==> config.mk <==
export PLATFORM = sky130hd
export DESIGN_NAME = nmea_rmc_sentence_parser_unit
export DESIGN_NICKNAME = d
export VERILOG_FILES = /design/src/hw/rtl/nmea_rmc_pkg.sv /design/src/hw/rtl/nmea_rmc_field_tracker.sv /design/src/hw/rtl/nmea_rmc_result_calc.sv /design/src/hw/rtl/nmea_rmc_sentence_parser_unit.sv
export VERILOG_INCLUDE_DIRS = /design/src /design/src/hw/rtl
export SDC_FILE = /design/constraint.sdc
export NUM_CORES = 2
export LEC_CHECK = 0
export ABC_AREA = 1
export BUFFER_PORTS_ARGS = -buffer_cell sky130_fd_sc_hd__buf_2
export CORE_MARGIN = 3
export CORE_UTILIZATION = 26
export DETAILED_ROUTE_END_ITERATION = 10
export MAX_ROUTING_LAYER = met4
export PLACE_DENSITY = 0.49
export SLEW_MARGIN = 10
export SYNTH_ARGS = -nofsm -noshare
export SYNTH_HDL_FRONTEND = slang
export SYNTH_SLANG_ARGS = --single-unit
==> constraint.sdc <==
create_clock -name clock -period 8.95 [get_ports clock]
set_input_delay 0.4475 -clock clock [delete_from_list [all_inputs] [get_ports clock]]
set_output_delay 0.4475 -clock clock [all_outputs]
set_load 0.01 [all_outputs]
==> src/hw/rtl/nmea_rmc_sentence_parser_unit_macros.svh <==
// Assertion macros shared by the NMEA RMC parser RTL.
`ifndef NMEA_RMC_SENTENCE_PARSER_UNIT_MACROS_SVH
`define NMEA_RMC_SENTENCE_PARSER_UNIT_MACROS_SVH

`ifndef SYNTHESIS

// Same-cycle implication: cons must hold whenever ante holds.
`define NMEA_RMC_ASSERT_IMPLY(label, clk, rst, ante, cons, msg) \
   label: assert property (@(posedge clk) disable iff (rst) (ante) |-> (cons)) \
      else $error(msg);

// Next-cycle implication: cons must hold in the cycle after ante.
`define NMEA_RMC_ASSERT_NEXT(label, clk, rst, ante, cons, msg) \
   label: assert property (@(posedge clk) disable iff (rst) (ante) |=> (cons)) \
      else $error(msg);

`else

`define NMEA_RMC_ASSERT_IMPLY(label, clk, rst, ante, cons, msg)
`define NMEA_RMC_ASSERT_NEXT(label, clk, rst, ante, cons, msg)

`endif

`endif

==> src/hw/rtl/nmea_rmc_pkg.sv <==
// Types, constants and helper functions of the NMEA RMC sentence parser.
package nmea_rmc_pkg;

   // Character codes
   localparam logic [7:0] CHAR_DOLLAR = 8'h24;
   localparam logic [7:0] CHAR_STAR   = 8'h2A;
   localparam logic [7:0] CHAR_COMMA  = 8'h2C;
   localparam logic [7:0] CHAR_POINT  = 8'h2E;
   localparam logic [7:0] CHAR_ZERO   = 8'h30;
   localparam logic [7:0] CHAR_NINE   = 8'h39;
   localparam logic [7:0] CHAR_E      = 8'h45;
   localparam logic [7:0] CHAR_N      = 8'h4E;

   // Field indexes of the decoded RMC fields
   localparam logic [4:0] FIELD_TIME     = 5'd1;
   localparam logic [4:0] FIELD_LAT      = 5'd3;
   localparam logic [4:0] FIELD_LAT_HEMI = 5'd4;
   localparam logic [4:0] FIELD_LON      = 5'd5;
   localparam logic [4:0] FIELD_LON_HEMI = 5'd6;
   localparam logic [4:0] FIELD_SPEED    = 5'd7;
   localparam logic [4:0] FIELD_COURSE   = 5'd8;
   localparam logic [4:0] FIELD_DATE     = 5'd9;

   // Field count limits
   localparam int DEFAULT_MAX_FIELDS = 20;
   localparam int FIELD_COUNT_LIMIT  = 31;

   // Accumulator caps and fraction digit limits
   localparam logic [23:0] MINUTES_CAP        = 24'd9999999;
   localparam logic [23:0] MILLIKNOT_CAP      = 24'hFFFFFF;
   localparam logic [15:0] COURSE_CAP         = 16'hFFFF;
   localparam logic [2:0]  MINUTE_FRAC_DIGITS = 3'd5;
   localparam logic [2:0]  KNOT_FRAC_DIGITS   = 3'd3;
   localparam logic [3:0]  CHAR_POS_MAX       = 4'd15;

   // Output scaling constants
   localparam logic [11:0] YEAR_BASE      = 12'd2000;
   localparam logic [16:0] DEG_SCALE      = 17'd100000;
   localparam logic [10:0] KMH_NUMERATOR  = 11'd1852;
   localparam logic [19:0] KMH_ROUND      = 20'd500000;
   // floor(x/60) = (x * MIN60_RECIP) >> MIN60_SHIFT for x < 2^24
   localparam logic [24:0] MIN60_RECIP    = 25'd17895698;
   localparam int          MIN60_SHIFT    = 30;
   // floor(y/15625) = (y * KMH_RECIP) >> KMH_SHIFT for y < 2^29
   localparam logic [29:0] KMH_RECIP      = 30'd562949954;
   localparam int          KMH_SHIFT      = 43;
   localparam int          KMH_PRESHIFT   = 6;

   localparam int RSP_DATA_W = 136;

   // Decoded field values of one sentence
   typedef struct packed {
      logic [23:0] time_digits;
      logic [23:0] date_digits;
      logic [6:0]  lat_degrees;
      logic [23:0] lat_minutes;
      logic [9:0]  lon_degrees;
      logic [23:0] lon_minutes;
      logic [1:0]  hemisphere;
      logic [23:0] speed_mk;
      logic [15:0] course;
   } nmea_rmc_fix_type;

   // Full parser state
   typedef struct packed {
      logic [4:0]       field_number;
      logic [3:0]       char_position;
      logic [2:0]       fraction_digit_count;
      logic             seen_point;
      nmea_rmc_fix_type fix;
   } nmea_rmc_state_type;

   // Result of one accumulator step
   typedef struct packed {
      logic [23:0] acc;
      logic        seen;
      logic [2:0]  frac;
   } nmea_rmc_acc_type;

   // Intermediate values between the two result stages
   typedef struct packed {
      logic [6:0]  utc_hour;
      logic [6:0]  utc_minute;
      logic [6:0]  utc_second;
      logic [6:0]  date_day;
      logic [6:0]  date_month;
      logic [11:0] date_year;
      logic [23:0] lat_deg_e5;
      logic [17:0] lat_min_e5;
      logic        lat_is_north;
      logic [26:0] lon_deg_e5;
      logic [17:0] lon_min_e5;
      logic        lon_is_east;
      logic [28:0] speed_scaled;
      logic [15:0] course_deg;
   } nmea_rmc_mid_type;

   // One result beat
   typedef struct packed {
      logic [6:0]         utc_hour;
      logic [6:0]         utc_minute;
      logic [6:0]         utc_second;
      logic [6:0]         date_day;
      logic [6:0]         date_month;
      logic [11:0]        date_year;
      logic signed [24:0] latitude;
      logic               lat_is_north;
      logic signed [27:0] longitude;
      logic               lon_is_east;
      logic [15:0]        speed_kmh;
      logic [15:0]        course_deg;
   } nmea_rmc_result_type;

   // Digit value of a character; anything but 0-9 reads as zero
   function automatic logic [3:0] digit_of(logic [7:0] c);
      logic [7:0] diff;
      diff = c - CHAR_ZERO;
      return (c >= CHAR_ZERO && c <= CHAR_NINE) ? diff[3:0] : 4'd0;
   endfunction

   // Weight of the next minute fraction digit, in 1e-5 minute
   function automatic logic [16:0] minute_scale(logic [2:0] frac);
      logic [16:0] s;
      unique case (frac)
         3'd0:    s = 17'd10000;
         3'd1:    s = 17'd1000;
         3'd2:    s = 17'd100;
         3'd3:    s = 17'd10;
         3'd4:    s = 17'd1;
         default: s = 17'd0;
      endcase
      return s;
   endfunction

   // Weight of the next knot fraction digit, in 1e-3 knot
   function automatic logic [6:0] knot_scale(logic [2:0] frac);
      logic [6:0] s;
      unique case (frac)
         3'd0:    s = 7'd100;
         3'd1:    s = 7'd10;
         3'd2:    s = 7'd1;
         default: s = 7'd0;
      endcase
      return s;
   endfunction

   // Minutes accumulator step, units of 1e-5 minute, saturating
   function automatic nmea_rmc_acc_type accumulate_minutes(logic [23:0] acc,
         logic [7:0] c, logic seen, logic [2:0] frac);
      nmea_rmc_acc_type r;
      logic [27:0]      v;
      logic [3:0]       d;
      r.acc  = acc;
      r.seen = seen;
      r.frac = frac;
      d      = digit_of(c);
      v      = '0;
      if (c == CHAR_POINT && !seen) begin
         r.seen = 1'b1;
      end else if (!seen) begin
         v     = 28'(acc) * 28'd10 + 28'(d) * 28'(DEG_SCALE);
         r.acc = (v > 28'(MINUTES_CAP)) ? MINUTES_CAP : v[23:0];
      end else if (frac < MINUTE_FRAC_DIGITS) begin
         v      = 28'(acc) + 28'(d) * 28'(minute_scale(frac));
         r.frac = frac + 3'd1;
         r.acc  = (v > 28'(MINUTES_CAP)) ? MINUTES_CAP : v[23:0];
      end
      return r;
   endfunction

   // Speed accumulator step, units of 1e-3 knot, saturating
   function automatic nmea_rmc_acc_type accumulate_knots(logic [23:0] acc,
         logic [7:0] c, logic seen, logic [2:0] frac);
      nmea_rmc_acc_type r;
      logic [27:0]      v;
      logic [3:0]       d;
      r.acc  = acc;
      r.seen = seen;
      r.frac = frac;
      d      = digit_of(c);
      v      = '0;
      if (c == CHAR_POINT && !seen) begin
         r.seen = 1'b1;
      end else if (!seen) begin
         v     = 28'(acc) * 28'd10 + 28'(d) * 28'd1000;
         r.acc = (v > 28'(MILLIKNOT_CAP)) ? MILLIKNOT_CAP : v[23:0];
      end else if (frac < KNOT_FRAC_DIGITS) begin
         v      = 28'(acc) + 28'(d) * 28'(knot_scale(frac));
         r.frac = frac + 3'd1;
         r.acc  = (v > 28'(MILLIKNOT_CAP)) ? MILLIKNOT_CAP : v[23:0];
      end
      return r;
   endfunction

   // tens*10 + units of a digit pair
   function automatic logic [6:0] pair_value(logic [3:0] tens, logic [3:0] units);
      logic [7:0] v;
      v = 8'(tens) * 8'd10 + 8'(units);
      return v[6:0];
   endfunction

endpackage

==> src/hw/rtl/nmea_rmc_field_tracker.sv <==
// Byte-by-byte field tracking and digit accumulation for the RMC parser.
`include "nmea_rmc_sentence_parser_unit_macros.svh"

module nmea_rmc_field_tracker import nmea_rmc_pkg::*; #(
   parameter int MAX_FIELDS = DEFAULT_MAX_FIELDS
) (
   input  logic             clock,
   input  logic             reset,
   input  logic             in_valid,
   input  logic             in_ready,
   input  logic [7:0]       char_byte,
   input  logic             last_byte,
   output logic             fix_valid,
   output nmea_rmc_fix_type fix
);

   localparam logic [4:0] FieldCap =
      (MAX_FIELDS > FIELD_COUNT_LIMIT) ? 5'(FIELD_COUNT_LIMIT) : 5'(MAX_FIELDS);

   nmea_rmc_state_type state_ff;
   nmea_rmc_state_type state_in;
   nmea_rmc_state_type state_upd;

   nmea_rmc_acc_type lat_acc;
   nmea_rmc_acc_type lon_acc;
   nmea_rmc_acc_type spd_acc;
   logic [3:0]       digit;
   logic [19:0]      course_sum;
   logic [4:0]       nibble_base;
   logic             accept;

   assign accept      = in_valid && in_ready;
   assign digit       = digit_of(char_byte);
   assign nibble_base = {state_ff.char_position[2:0], 2'b00};
   assign course_sum  = 20'(state_ff.fix.course) * 20'd10 + 20'(digit);

   // Candidate accumulator steps for the numeric fields
   assign lat_acc = accumulate_minutes(state_ff.fix.lat_minutes, char_byte,
                                       state_ff.seen_point, state_ff.fraction_digit_count);
   assign lon_acc = accumulate_minutes(state_ff.fix.lon_minutes, char_byte,
                                       state_ff.seen_point, state_ff.fraction_digit_count);
   assign spd_acc = accumulate_knots(state_ff.fix.speed_mk, char_byte,
                                     state_ff.seen_point, state_ff.fraction_digit_count);

   // State after this byte
   always_comb begin
      state_upd = state_ff;
      if (char_byte == CHAR_DOLLAR) begin
         state_upd = '0;
      end else if (char_byte == CHAR_COMMA || char_byte == CHAR_STAR) begin
         if (state_ff.field_number < FieldCap) begin
            state_upd.field_number = state_ff.field_number + 5'd1;
         end
         state_upd.char_position        = '0;
         state_upd.fraction_digit_count = '0;
         state_upd.seen_point           = 1'b0;
      end else if (state_ff.field_number < FieldCap) begin
         unique case (state_ff.field_number)
            FIELD_TIME: begin
               if (state_ff.char_position < 4'd6) begin
                  state_upd.fix.time_digits[nibble_base +: 4] =
                     state_ff.fix.time_digits[nibble_base +: 4] | digit;
               end
            end
            FIELD_DATE: begin
               if (state_ff.char_position < 4'd6) begin
                  state_upd.fix.date_digits[nibble_base +: 4] =
                     state_ff.fix.date_digits[nibble_base +: 4] | digit;
               end
            end
            FIELD_LAT: begin
               if (state_ff.char_position < 4'd2) begin
                  state_upd.fix.lat_degrees = state_ff.fix.lat_degrees * 7'd10 + 7'(digit);
               end else begin
                  state_upd.fix.lat_minutes      = lat_acc.acc;
                  state_upd.seen_point           = lat_acc.seen;
                  state_upd.fraction_digit_count = lat_acc.frac;
               end
            end
            FIELD_LON: begin
               if (state_ff.char_position < 4'd3) begin
                  state_upd.fix.lon_degrees = state_ff.fix.lon_degrees * 10'd10 + 10'(digit);
               end else begin
                  state_upd.fix.lon_minutes      = lon_acc.acc;
                  state_upd.seen_point           = lon_acc.seen;
                  state_upd.fraction_digit_count = lon_acc.frac;
               end
            end
            FIELD_LAT_HEMI: begin
               if (state_ff.char_position == 4'd0 && char_byte == CHAR_N) begin
                  state_upd.fix.hemisphere[0] = 1'b1;
               end
            end
            FIELD_LON_HEMI: begin
               if (state_ff.char_position == 4'd0 && char_byte == CHAR_E) begin
                  state_upd.fix.hemisphere[1] = 1'b1;
               end
            end
            FIELD_SPEED: begin
               state_upd.fix.speed_mk         = spd_acc.acc;
               state_upd.seen_point           = spd_acc.seen;
               state_upd.fraction_digit_count = spd_acc.frac;
            end
            FIELD_COURSE: begin
               if (char_byte == CHAR_POINT) begin
                  state_upd.seen_point = 1'b1;
               end else if (!state_ff.seen_point) begin
                  state_upd.fix.course =
                     (course_sum > 20'(COURSE_CAP)) ? COURSE_CAP : course_sum[15:0];
               end
            end
            default: begin
            end
         endcase
         if (state_ff.char_position < CHAR_POS_MAX) begin
            state_upd.char_position = state_ff.char_position + 4'd1;
         end
      end
   end

   // Last byte hands the fix on and clears the state
   always_comb begin
      if (accept) begin
         state_in = last_byte ? '0 : state_upd;
      end else begin
         state_in = state_ff;
      end
   end

   always_ff @(posedge clock) begin
      if (reset) begin
         state_ff <= '0;
      end else begin
         state_ff <= state_in;
      end
   end

   assign fix_valid = accept && last_byte;
   assign fix       = state_upd.fix;

   `NMEA_RMC_ASSERT_NEXT(a_last_clears_state, clock, reset, fix_valid,
      state_ff.field_number == 5'd0 && state_ff.fix == '0, "state not cleared after last byte")
   `NMEA_RMC_ASSERT_IMPLY(a_frac_needs_point, clock, reset, !state_ff.seen_point,
      state_ff.fraction_digit_count == 3'd0, "fraction digits counted without a point")
   `NMEA_RMC_ASSERT_IMPLY(a_field_capped, clock, reset, 1'b1,
      state_ff.field_number <= FieldCap, "field count past its cap")

endmodule

==> src/hw/rtl/nmea_rmc_result_calc.sv <==
// Two-stage conversion of a captured fix into the result beat, with output register.
`include "nmea_rmc_sentence_parser_unit_macros.svh"

module nmea_rmc_result_calc import nmea_rmc_pkg::*; (
   input  logic                clock,
   input  logic                reset,
   input  logic                fix_valid,
   input  nmea_rmc_fix_type    fix,
   output logic                in_ready,
   output logic                rsp_valid,
   input  logic                rsp_ready,
   output nmea_rmc_result_type rsp_data
);

   logic                fix_vld_ff;
   logic                fix_vld_in;
   nmea_rmc_fix_type    fix_ff;
   logic                mid_vld_ff;
   logic                mid_vld_in;
   nmea_rmc_mid_type    mid_ff;
   nmea_rmc_mid_type    mid_in;
   logic                rsp_vld_ff;
   logic                rsp_vld_in;
   nmea_rmc_result_type rsp_ff;
   nmea_rmc_result_type rsp_in;

   logic        out_adv;
   logic        mid_adv;
   logic        fix_adv;
   logic [48:0] lat_prod;
   logic [48:0] lon_prod;
   logic [34:0] speed_sum;
   logic [24:0] lat_mag;
   logic [27:0] lon_mag;
   logic [58:0] kmh_prod;

   // Bubble-collapsing stage advance
   assign out_adv  = !rsp_vld_ff || rsp_ready;
   assign mid_adv  = !mid_vld_ff || out_adv;
   assign fix_adv  = !fix_vld_ff || mid_adv;
   assign in_ready = fix_adv;

   assign fix_vld_in = fix_adv ? fix_valid : fix_vld_ff;
   assign mid_vld_in = mid_adv ? fix_vld_ff : mid_vld_ff;
   assign rsp_vld_in = out_adv ? mid_vld_ff : rsp_vld_ff;

   // First stage: digit pairs, degree scaling, minute division, knot product
   assign lat_prod  = 49'(fix_ff.lat_minutes) * 49'(MIN60_RECIP);
   assign lon_prod  = 49'(fix_ff.lon_minutes) * 49'(MIN60_RECIP);
   assign speed_sum = 35'(fix_ff.speed_mk) * 35'(KMH_NUMERATOR) + 35'(KMH_ROUND);

   always_comb begin
      mid_in.utc_hour     = pair_value(fix_ff.time_digits[3:0], fix_ff.time_digits[7:4]);
      mid_in.utc_minute   = pair_value(fix_ff.time_digits[11:8], fix_ff.time_digits[15:12]);
      mid_in.utc_second   = pair_value(fix_ff.time_digits[19:16], fix_ff.time_digits[23:20]);
      mid_in.date_day     = pair_value(fix_ff.date_digits[3:0], fix_ff.date_digits[7:4]);
      mid_in.date_month   = pair_value(fix_ff.date_digits[11:8], fix_ff.date_digits[15:12]);
      mid_in.date_year    = YEAR_BASE +
         12'(pair_value(fix_ff.date_digits[19:16], fix_ff.date_digits[23:20]));
      mid_in.lat_deg_e5   = 24'(fix_ff.lat_degrees) * 24'(DEG_SCALE);
      mid_in.lat_min_e5   = 18'(lat_prod >> MIN60_SHIFT);
      mid_in.lat_is_north = fix_ff.hemisphere[0];
      mid_in.lon_deg_e5   = 27'(fix_ff.lon_degrees) * 27'(DEG_SCALE);
      mid_in.lon_min_e5   = 18'(lon_prod >> MIN60_SHIFT);
      mid_in.lon_is_east  = fix_ff.hemisphere[1];
      mid_in.speed_scaled = 29'(speed_sum >> KMH_PRESHIFT);
      mid_in.course_deg   = fix_ff.course;
   end

   // Second stage: signed coordinates and km/h quotient
   // (speed tops out near 31071 km/h, so no clamp is needed)
   assign lat_mag  = 25'(mid_ff.lat_deg_e5) + 25'(mid_ff.lat_min_e5);
   assign lon_mag  = 28'(mid_ff.lon_deg_e5) + 28'(mid_ff.lon_min_e5);
   assign kmh_prod = 59'(mid_ff.speed_scaled) * 59'(KMH_RECIP);

   always_comb begin
      rsp_in.utc_hour     = mid_ff.utc_hour;
      rsp_in.utc_minute   = mid_ff.utc_minute;
      rsp_in.utc_second   = mid_ff.utc_second;
      rsp_in.date_day     = mid_ff.date_day;
      rsp_in.date_month   = mid_ff.date_month;
      rsp_in.date_year    = mid_ff.date_year;
      rsp_in.latitude     = mid_ff.lat_is_north ? lat_mag : -lat_mag;
      rsp_in.lat_is_north = mid_ff.lat_is_north;
      rsp_in.longitude    = mid_ff.lon_is_east ? lon_mag : -lon_mag;
      rsp_in.lon_is_east  = mid_ff.lon_is_east;
      rsp_in.speed_kmh    = 16'(kmh_prod >> KMH_SHIFT);
      rsp_in.course_deg   = mid_ff.course_deg;
   end

   // Stage valid bits
   always_ff @(posedge clock) begin
      if (reset) begin
         fix_vld_ff <= 1'b0;
         mid_vld_ff <= 1'b0;
         rsp_vld_ff <= 1'b0;
      end else begin
         fix_vld_ff <= fix_vld_in;
         mid_vld_ff <= mid_vld_in;
         rsp_vld_ff <= rsp_vld_in;
      end
   end

   // Stage payloads
   always_ff @(posedge clock) begin
      if (fix_adv && fix_valid) begin
         fix_ff <= fix;
      end
      if (mid_adv && fix_vld_ff) begin
         mid_ff <= mid_in;
      end
      if (out_adv && mid_vld_ff) begin
         rsp_ff <= rsp_in;
      end
   end

   assign rsp_valid = rsp_vld_ff;
   assign rsp_data  = rsp_ff;

   `NMEA_RMC_ASSERT_IMPLY(a_full_pipe_stalls, clock, reset,
      rsp_vld_ff && !rsp_ready && mid_vld_ff && fix_vld_ff, !in_ready,
      "input taken while every stage is full and stalled")
   `NMEA_RMC_ASSERT_IMPLY(a_speed_range, clock, reset, rsp_vld_ff,
      rsp_ff.speed_kmh <= 16'd31072, "km/h quotient out of range")
   `NMEA_RMC_ASSERT_IMPLY(a_minute_quotient, clock, reset, mid_vld_ff,
      mid_ff.lat_min_e5 <= 18'd166666 && mid_ff.lon_min_e5 <= 18'd166666,
      "minute quotient out of range")

endmodule

==> src/hw/rtl/nmea_rmc_sentence_parser_unit.sv <==
// Top level of the NMEA RMC sentence parser: stream ports and result packing.
//
// Parses an RMC-style GPS sentence that arrives one ASCII byte per beat on the
// req_ channel; req_tlast marks the sentence's final byte. A dollar sign restarts
// the sentence, commas and asterisks end fields, and non-digit characters in a
// numeric position read as zero. A byte can be accepted on every clock cycle
// unless req_tready is held low by a full, stalled result path. The beat with
// req_tlast high produces exactly one result beat on the rsp_ channel: the
// captured fix passes two conversion stages, for the minute and km/h reciprocal
// multiplies, and the second stage loads the output register. Results may follow
// each other on consecutive cycles while rsp_tready is high. Up to three results
// can be held (captured fix, middle stage and output register), so input keeps
// flowing while a finished result waits for rsp_tready; once all three are held,
// req_tready follows rsp_tready for every byte until the output beat is taken.
module nmea_rmc_sentence_parser_unit import nmea_rmc_pkg::*; #(
   parameter int MAX_FIELDS = DEFAULT_MAX_FIELDS
) (
   input  logic                  clock,
   input  logic                  reset,
   // Byte channel
   input  logic                  req_tvalid,
   output logic                  req_tready,
   input  logic [7:0]            req_tdata,   // [7:0] char_byte
   input  logic                  req_tlast,   // last_byte
   // Result channel
   output logic                  rsp_tvalid,
   input  logic                  rsp_tready,
   // [6:0] utc_hour, [13:7] utc_minute, [20:14] utc_second, [27:21] date_day,
   // [34:28] date_month, [46:35] date_year, [71:47] latitude, [72] lat_is_north,
   // [100:73] longitude, [101] lon_is_east, [117:102] speed_kmh,
   // [133:118] course_deg, [135:134] zero
   output logic [RSP_DATA_W-1:0] rsp_tdata
);

   logic                fix_valid;
   nmea_rmc_fix_type    fix;
   nmea_rmc_result_type rsp_data;

   // Field tracking and accumulation
   nmea_rmc_field_tracker #(
      .MAX_FIELDS (MAX_FIELDS)
   ) u_tracker (
      .clock     (clock),
      .reset     (reset),
      .in_valid  (req_tvalid),
      .in_ready  (req_tready),
      .char_byte (req_tdata),
      .last_byte (req_tlast),
      .fix_valid (fix_valid),
      .fix       (fix)
   );

   // Result conversion and output register
   nmea_rmc_result_calc u_calc (
      .clock     (clock),
      .reset     (reset),
      .fix_valid (fix_valid),
      .fix       (fix),
      .in_ready  (req_tready),
      .rsp_valid (rsp_tvalid),
      .rsp_ready (rsp_tready),
      .rsp_data  (rsp_data)
   );

   // Pack result fields, first field lowest
   assign rsp_tdata = {2'b00,
                       rsp_data.course_deg,
                       rsp_data.speed_kmh,
                       rsp_data.lon_is_east,
                       rsp_data.longitude,
                       rsp_data.lat_is_north,
                       rsp_data.latitude,
                       rsp_data.date_year,
                       rsp_data.date_month,
                       rsp_data.date_day,
                       rsp_data.utc_second,
                       rsp_data.utc_minute,
                       rsp_data.utc_hour};

endmodule

==> metrics.md <==
| Metric | Value |
|---|---|
| Status | `finished, final reports clean` |
| Routed Antenna Nets | `0` |
| WL per Instance | `16.4 um` |
| Reg2Reg Setup Slack | `1.12 ns` |
| First-pass GRT wire length | `356000 um` |
| Worst hold endpoint | `u_calc.rsp_valid` |
| Syn Area/Cell | `8.32 um2` |
| Rel. slew slack | `24.3%` |
| Final Skew | `0.0352 ns` |
| Commonest cells after routing, fill and taps aside | `nand2_1, inv_1, ha_1` |
| Num CTS Buffers | `77` |
| H-tree levels | `3` |
| Vias in the first global route | `62444` |
| Worst path max stage delay | `0.54 ns` |
| Leading cell type in the layout, fill and taps excluded | `nand2_1` |
| Pre-CTS setup slack | `0.629 ns` |
| Mapped Area | `79300 um2` |
| DRC viols | `0` |
| Crit path max fanout | `12` |
| CTS tree | `done` |
| CP Class | `register to register` |
| Synthesized instance count | `9532` |
| Register area | `17100 um2` |
| CP Launch Type | `register` |
| Global route overflow | `0` |
| Share of the synthesized area in the top cell type | `21.7%` |
| Die Area | `312000 um2` |
| Worst EP arrival | `8.26 ns` |
| Initial Util | `26.1%` |
| Leading post-synthesis cells by cell area | `ha_1, edfxtp_1, fa_1` |
| CP top delay family | `simple AND/OR/NAND/NOR gates` |
| RSZ-0062 raised after global routing | `false` |
| Die X | `558 um` |
| Setup TNS | `0 ns` |
| Placement-stage cell area | `84900 um2` |
| Max Freq | `128 MHz` |
| Post-route cell area | `87700 um2` |
| # setup viols final | `0` |
| Most frequent CP cell | `nand2_1` |
| Hold path cells | `4` |
| Tcrit/Tclk final | `87.4%` |
| Resized cells post-CTS | `0` |
| Postcts setup bufs | `0` |
| Rows | `202` |
| Hold buffers post-CTS | `0` |
| Antenna violations before repair | `6` |
| Top Ports | `151` |
| Cell variety after synth | `65` |
| Layout net count | `11709` |
| Area of the multi-input gates | `55300 um2` |
| CP endpoint kind | `register` |
| Asr flop ratio synth | `0%` |
| Max-slew violations | `0` |
| Fillers | `32607` |
| HP Start | `rsp_tready` |
| R2R cell count | `47` |
| Via density | `4.55` |
| Slowest-stage cell, CP | `fa_1` |
| Final Hold Fails | `0` |
| R2r startpoint | `u_tracker.state_ff[158]` |
| Die Y | `558 um` |
| Root Driver | `clkbuf_16` |
| Number of enable flip-flop cells after synthesis | `456` |
| IO Port Bufs | `148` |
| Layout cell share with drive strength beyond 1 | `4.92%` |
| Iter 0 DRT Violations | `3651` |
| Worst hold path class | `input pin to register` |
| Area added between synthesis and finish | `10.5%` |
| Sequential share of the synthesized area | `21.6%` |
| Hpwl dp | `183000 um` |
| Yosys warning count | `0` |
| Setup slack after layout | `1.12 ns` |
| Reg-to-reg endpoint | `u_calc.fix_ff[56]` |
| Register bit total from synthesis | `627` |
| Required time of the critical path | `9.38 ns` |
| Gpl congestion | `0.925` |
| Clock buffer depth | `3` |
| Top FF cell, synth | `edfxtp_1` |
| Minimum clock period | `7.83 ns` |
| Largest net degree at the start of global routing | `122` |
| Clock Sinks | `627` |
| Core box area | `303000 um2` |
| Via count | `62392` |
| Worst-path clk slew | `0.07 ns` |
| Worst skew pair latency | `0.70 ns` |
| Fin Hold WS | `0.0942 ns` |
| Worst Tran Pin Value | `1.13 ns` |
| Routed WL | `225000 um` |
| Max Cap Viol | `0` |
| CP Buf/Inv Count | `8` |
| Initial DRT Pass Iterations | `6` |
| Gr usage total | `14.8%` |
| Post-synth top area cell | `ha_1` |
## cell usage after synthesis (4+ instances only)
master	count
a211oi_1	20
a21boi_0	20
a21o_1	31
a21oi_1	753
a21oi_2	4
a221oi_1	5
a22oi_1	6
a31oi_1	43
and2_1	16
buf_1	11
buf_2	12
buf_4	9
clkbuf_1	114
clkinv_1	6
dfxtp_1	171
edfxtp_1	456
fa_1	658
ha_1	1374
inv_1	1675
inv_2	15
nand2_1	1799
nand2_2	23
nand3_1	467
nand3_2	11
nand3b_1	40
nand4_1	109
nor2_1	649
nor2_2	25
nor2_4	8
nor3_1	84
nor3b_1	6
nor4_1	19
o211ai_1	24
o21a_1	22
o21ai_0	300
o21ai_1	15
o21bai_1	30
o221ai_1	10
o22ai_1	4
o31ai_1	11
or2_2	32
xnor2_1	136
xor2_1	271
## worst max path at each step
stage / startpoint / slack, ns / cells past startpoint / endpoint
2_1_floorplan: rsp_tready / 0.72 / 7 / u_calc.fix_ff[0]
3_3_place_gp: req_tdata[7] / 0.71 / 45 / u_calc.fix_ff[57]
3_5_place_dp: req_tdata[7] / 0.63 / 45 / u_calc.fix_ff[48]
4_1_cts: u_tracker.state_ff[158] / 1.09 / 47 / u_calc.fix_ff[56]
5_1_grt: u_tracker.state_ff[158] / 0.14 / 47 / u_calc.fix_ff[56]
6_report: u_tracker.state_ff[158] / 1.12 / 47 / u_calc.fix_ff[56]
## state kept, by name, summed over array words and instances, names as in the netlist
register               count
u_tracker.state_ff       165
u_calc.fix_ff            155
u_tracker.nibble_base      3
u_calc.mid_vld_ff          1
u_calc.rsp_data          132
u_calc.mid_ff            169
u_calc.fix_vld_ff          1
u_calc.rsp_valid           1
## stage by stage
step                      cells  utilization (%)
after global placement    13563             28.0
after detailed placement  13563             28.0
after CTS                 13706             28.9
after global routing      13707             28.9
final                     13708             28.9
after floorplan            9533                -
## kinds of logic after synthesis
| logic type | share of synthesized area, % |
|---|---|
| other | 0.00473 |
| xor gates and xnor gates | 4.50 |
| AOI/OAI and AO/OA | 9.09 |
| buffers and inverters | 8.82 |
| and+or+nand+nor | 17.7 |
| DFF | 21.6 |
| adders and majority gates | 38.3 |
## metal layers
metal	track usage [%]	share of wire (%)	routed length (um)
met5	-	0	0
met4	3.33	2.2	4860
met3	1.26	3.6	8000
met2	24.5	47	106000
met1	19.5	47	106000
## tightest hold or removal path: cells and delay by family
| kind | cells | cell delay, ns |
|---|---|---|
| buffers and inverters | 2 | 0.14 |
| and+or+nand+nor | 1 | 0.08 |
| AOI/OAI and AO/OA | 1 | 0.06 |
## final cells by class
| type | instances | share of cell area, % |
|---|---|---|
| inverter | 1696 | 7.27 |
| clock inverter | 48 | 0.671 |
| tap | 3978 | 5.68 |
| sequential | 627 | 19.5 |
| antenna | 2 | 0.00571 |
| timing repair buffer | 201 | 1.35 |
| clock buffer | 95 | 2.45 |
| multi-input combinational | 7061 | 63.0 |
Power is not shown: default switching activity piles up to over one toggle a cycle in this logic, so the estimate is an artifact.
